**src/design/pfta_cell.sv**
```systemverilog
module pfta_cell #(
    parameter int FRAME_BITS = 40
) (
    input  logic                  clk,
    input  logic                  shift,
    input  logic [FRAME_BITS-1:0] frame_in,
    input  logic                  free_in,
    output logic [FRAME_BITS-1:0] frame_out,
    output logic                  free_out
);

    logic [FRAME_BITS-1:0] frame_reg;
    logic                  free_reg;

    always_ff @(posedge clk)
    begin
        if (shift)
        begin
            frame_reg <= frame_in;
            free_reg  <= free_in;
        end
    end

    assign frame_out = frame_reg;
    assign free_out  = free_reg;

endmodule
```
**config.mk**
```make
export PLATFORM = sky130hd
export DESIGN_NAME = pfta_cell
export DESIGN_NICKNAME = d
export VERILOG_FILES = /design/src/design/pfta_cell.sv
export SDC_FILE = /design/constraint.sdc
export NUM_CORES = 1
export LEC_CHECK = 0
export ABC_AREA = 1
export BUFFER_PORTS_ARGS = -buffer_cell sky130_fd_sc_hd__buf_2
export CELL_PAD_IN_SITES_DETAIL_PLACEMENT = 1
export CELL_PAD_IN_SITES_GLOBAL_PLACEMENT = 2
export CORE_UTILIZATION = 24
export CTS_CLUSTER_DIAMETER = 150
export DETAILED_ROUTE_END_ITERATION = 16
export PLACE_DENSITY = 0.77
export SLEW_MARGIN = 20
export SYNTH_ARGS = -nofsm -noshare
export SYNTH_HDL_FRONTEND = slang
export SYNTH_SLANG_ARGS = --single-unit
```
**constraint.sdc**
```tcl
create_clock -name clk -period 0.8 [get_ports clk]
set_input_delay 0.16 -clock clk [delete_from_list [all_inputs] [get_ports clk]]
set_output_delay 0.16 -clock clk [all_outputs]
set_load 0.02 [all_outputs]
```
==> results of run 1 <==
-- logic make-up (layout without fill, tap and decap cells) --
logic type / Yosys count / in the layout / synth area share [%]
buf+inv: 0 / 92 / 0
flops: 41 / 41 / 100
-- what timing repair did --
item	4_1_cts	5_1_grt
gates resized for setup	20	42
pin swaps	0	0
hold buffers	0	0
setup buffers	0	0
endpoints found under the hold margin	0	0
gates cloned	0	0
setup endpoints to repair	41	41
-- metrics by stage --
stage                     cells  util, %  setup WS (ns)  power [mW]  cell area [um^2]
after floorplan              41        -          0.191        2.87              1230
after global placement      193     36.8         0.0149        3.16              1770
after detailed placement    193     36.8        0.00489        3.18              1770
after CTS                   200     39.6         -0.202        4.45              1910
after global routing        200     42.4         -0.232        4.69              2040
final                       200     42.4         -0.190        4.50              2040
-- cell usage in the layout, fill, tap and decap left out --
master,Yosys,routed
clkbuf_8,0,5
clkbuf_1,0,1
buf_12,0,2
edfxtp_1,41,41
clkinv_1,0,1
buf_2,0,52
buf_6,0,31
-- power by group through the flow --
| stage | Combinational, mW | Clock (mW) | Sequential (mW) |
|---|---|---|---|
| 2_1_floorplan | 0 | 0 | 2.87 |
| 5_1_grt | 0.714 | 1.34 | 2.64 |
| 3_5_place_dp | 0.545 | 0 | 2.64 |
| 3_3_place_gp | 0.536 | 0 | 2.63 |
| 6_report | 0.677 | 1.21 | 2.62 |
| 4_1_cts | 0.590 | 1.26 | 2.60 |
-- worst paths after layout --
path,start,endpoint,slack [ns],depth (start not counted)
max,frame_out[17]$_DFFE_PP_,frame_out[17],-0.19,1
min,free_in,free_out$_DFFE_PP_,0.05,1
-- registers in the layout (all words and copies together), names as in the netlist --
register / flops
frame_out: 40
free_out: 1
-- layout make-up --
type                  instances  area (um^2)
Clock buffer                  6         72.6
Tap cell                     67         83.8
Clock inverter                1         3.75
Fill cell                   511         2780
Timing Repair Buffer         85          649
Sequential cell              41         1230
-- per-layer routing --
| layer | track usage (%) | wire length [um] | vias to the layer above |
|---|---|---|---|
| met5 | 0 | 0 | - |
| met3 | 6.45 | 336 | 2 |
| met4 | 3.85 | 15 | 0 |
| met2 | 15.7 | 1390 | 51 |
| met1 | 9.65 | 863 | 344 |
| li1 | - | - | 346 |
==> metrics.txt, run 1 <==
drt pass-1 iters=3; H-tree depth=2; max-cap violations=0; Synth area leaders=edfxtp_1; CP bufs+invs=1; final net count=176; P per Cell Area=2210 nW/um^2; residual DRC count=0; setup TNS=-6.76 ns; Wirelength per Cell=13.0 um; Combinational Power Share=15.0%; CP Capture Type=output pin; IO buf count=83; standard-cell rows=25; ant diodes=0; clock network power share=26.8%; Synth area leader=edfxtp_1; Remaining Overflow, GRT=0; slew margin rel.=91.5%; max frequency=1010 MHz; Synth Cell Area=1230 um^2; pin count of the biggest net entering global routing=23; fin crit share=124%; final setup vio count=41; Async SR Flop Fraction=0%; synthesized instance count=41; most frequent cells after synthesis=edfxtp_1; ANT nets after route=0; area grow syn2layout=65.8%; number of global-route vias before repair=768; Switching Power=1.02 mW; Slew Limit Fails=0; crit-path cells=buf_6; die area=5420 um^2; VDD IR max=1030 uV; most frequent cell after synthesis=edfxtp_1; Worst Tran Pin Value=0.128 ns; Static Leak=0.851 nW; die height=73.6 um; Critical Path Source Type=register; Clk pin slew, worst setup/hold paths=0.07 ns; failing checks=negative setup slack; Die X-Extent=73.6 um; switch share=22.8%; delay-heaviest family, CP=flip-flops; RSZ-0062 raised after global routing=true; final wirelength=2610 um; post-synthesis sequential area ratio=100%; WP data required=0.64 ns; Pint=3.48 mW; #MultiIn Comb=0; CTS sink count=41; Hold Crit Class=input port to register; critical path class=register to output pin; status=finished, violations left; hold_ws=0.0501 ns; Setup WS post-layout=-0.190 ns; GRT Total Usage=9.63%; Iter 0 DRT Violations=23; CP max stage delay=0.40 ns; CTS tree=yes; area of the multi-input gates=0 um^2; total CTS buffers=5; Yosys reg bits=41; layout cells sized above 1=67.7%; Starting Density=25.6%; CTS root buf=clkbuf_8; Vias=743; YS warnings=0; crit-path max FO=1; Synth top area share=100%; Hold Violations, Final=0; Netlist cell types=1; Period minus WS final=0.990 ns; sequential share of power=58.2%; initial antenna violation count=0; CP max-delay cell=edfxtp_1; first-pass GRT wire length=3610 um; routability cong.=0.624; Max Buffers Root-to-Sink=2; Primary FF master, synth=edfxtp_1; core area=4820 um^2; vias per cell=3.72; Ports=84; Post-Syn Area per Cell=30.0 um^2; Syn Nets=84; worst path arrival time=0.83 ns; EDFF count, synth=41
No activity file was read; power rests on OpenSTA's default activity.
==> inputs of run 2 (changes only) <==
CORE_ASPECT_RATIO = 0.7   (was default)
MAX_ROUTING_LAYER = met4   (was default)
==> run 2 against run 1 <==
  * Via count increased by 0.94%
  * The flow still finishes with violations (negative setup slack)
  * Worst hold slack worse by 0.0022 ns
  * Cell area grew 0.92%
  * Non-clock buffer count unchanged
  * Largest cell class unchanged
  * Fmax is 1.6% lower
==> metrics.txt, run 2 (synthesis gave the netlist of run 1 again) <==
ANT nets after route=0 (unchanged); drt pass-1 iters=2 (was 3); first-pass GRT wire length=3490 um (was 3610 um); pin count of the biggest net entering global routing=22 (was 23); Slew Limit Fails=0 (unchanged); hold path depth=1 (unchanged); Clk pin slew, worst setup/hold paths=0.08 ns (was 0.07 ns); CTS tree=yes (unchanged); P per Cell Area=2210 nW/um^2 (about the same); Seq. cell area=1230 um^2 (unchanged); delay-heaviest family, CP=flip-flops (unchanged); Hold Violations, Final=0 (unchanged); Period minus WS final=1.01 ns (was 0.990 ns); Setup Fix Bufs, Post-CTS=0 (unchanged); die area=5420 um^2 (about the same); #MultiIn Comb=0 (unchanged); critical path class=register to output pin (unchanged); Wirelength per Cell=12.3 um (was 13.0 um); # hold bufs at CTS=0 (unchanged); crit-path cells=buf_6 (unchanged); slew margin rel.=92.3% (was 91.5%); area of the multi-input gates=0 um^2 (unchanged); area grow syn2layout=67.3% (was 65.8%); Top Metal Used=met4 (unchanged); max frequency=995 MHz (was 1010 MHz); CP Capture Type=output pin (unchanged); met3 WL=245 um (was 336 um); residual DRC count=0 (unchanged); initial antenna violation count=0 (unchanged); final core occ=42.4% (about the same); Iter 0 DRT Violations=5 (was 23); CP bufs+invs=1 (unchanged); number of fillers in the final layout=491 (was 511); Die X-Extent=87.6 um (was 73.6 um); CP max stage delay=0.41 ns (was 0.40 ns); WP depth=1 (unchanged); setup TNS=-7.04 ns (was -6.76 ns); number of global-route vias before repair=746 (was 768); CTS root buf=clkbuf_8 (unchanged); failing checks=negative setup slack (unchanged); die height=61.9 um (was 73.6 um); Setup WS post-layout=-0.205 ns (was -0.190 ns); CP max-delay cell=edfxtp_1 (unchanged); Max Buffers Root-to-Sink=2 (unchanged); Static Leak=0.858 nW (was 0.851 nW); Vias=750 (was 743); dpl hpwl=2030 um; VDD IR max=1030 uV (about the same); Remaining Overflow, GRT=0 (unchanged); core area=4860 um^2 (was 4820 um^2); final setup vio count=41 (unchanged); max-cap violations=0 (unchanged); Worst Tran Pin Value=0.115 ns (was 0.128 ns); final wirelength=2500 um (was 2610 um); Power, Total=4.55 mW (was 4.50 mW); H-tree depth=2 (unchanged); ant diodes=0 (unchanged); GRT Total Usage=9.59% (was 9.63%); fin area=2060 um^2 (was 2040 um^2); Ports=84 (unchanged); crit-path max FO=1 (unchanged); Critical Path Source Type=register (unchanged); Metal-1 WL=1020 um (was 863 um); layout cells sized above 1=69.4% (was 67.7%); worst path arrival time=0.85 ns (was 0.83 ns); Hold Crit Class=input port to register (unchanged); number of flip-flops in the largest register=40 (unchanged); IO buf count=83 (unchanged); standard-cell rows=21 (was 25); RSZ-0062 raised after global routing=true (unchanged); routability cong.=0.761 (was 0.624); CTS sink count=41 (unchanged); total CTS buffers=5 (unchanged); most common cell after layout, fill and taps aside=buf_2 (unchanged); WP data required=0.64 ns (about the same); status=finished, violations left (unchanged); final net count=176 (unchanged); vias per cell=3.69 (was 3.72); most frequent cells in the layout=buf_2, edfxtp_1, buf_6, clkbuf_8 (was buf_2, edfxtp_1, buf_6, clkbuf_8, buf_12); fin crit share=126% (was 124%); Cell Area, Placed=1770 um^2 (about the same); Starting Density=25.3% (was 25.6%); routed wl met2=1220 um (was 1390 um)
-- run 2: cell types whose count changed in the layout (fill, tap and decap cells not counted), sizes merged --
cell      delta
clkbuf       -1
clkinv       +1
clkinvlp     +1
-- run 2: what timing repair did --
action	in CTS	in global routing
gates resized for setup	16	48
endpoints found under the setup margin	41	41
hold endpoints to repair	0	0
-- run 2: metal layers --
layer | global-route usage [%] | vias up
met2 | 14.7 | 55
li1 | - | 349
met1 | 10.8 | 344
met4 | 4.92 | 0
met5 | - | -
met3 | 4.23 | 2
-- run 2: area by class of cell --
class	count	share of cell area [%]
sequential	41	59.8
timing repair buffer	85	31.8
tap	69	4.19
clock buffer	5	3.34
clock inverter	3	0.851
-- run 2: through the flow --
step	hold WS [ns]	setup WS, ns	cells
after global routing	0.0280	-0.244	203
after detailed placement	0.338	0.0131	195
after floorplan	0.259	0.191	41
final	0.0480	-0.205	203
after global placement	0.336	0.0215	195
after CTS	0.0360	-0.224	203
-- run 2: final timing paths --
path                             endpoint                   start
setup / recovery             frame_out[6]  frame_out[6]$_DFFE_PP_
hold / removal    frame_out[36]$_DFFE_PP_            frame_in[36]
-- run 2: power breakdown --
group	switching (mW)	total (mW)	internal, mW
registers	0.0724	2.63	2.55
logic	0.339	0.681	0.342
clock network	0.642	1.24	0.601
total	1.05	4.55	3.50
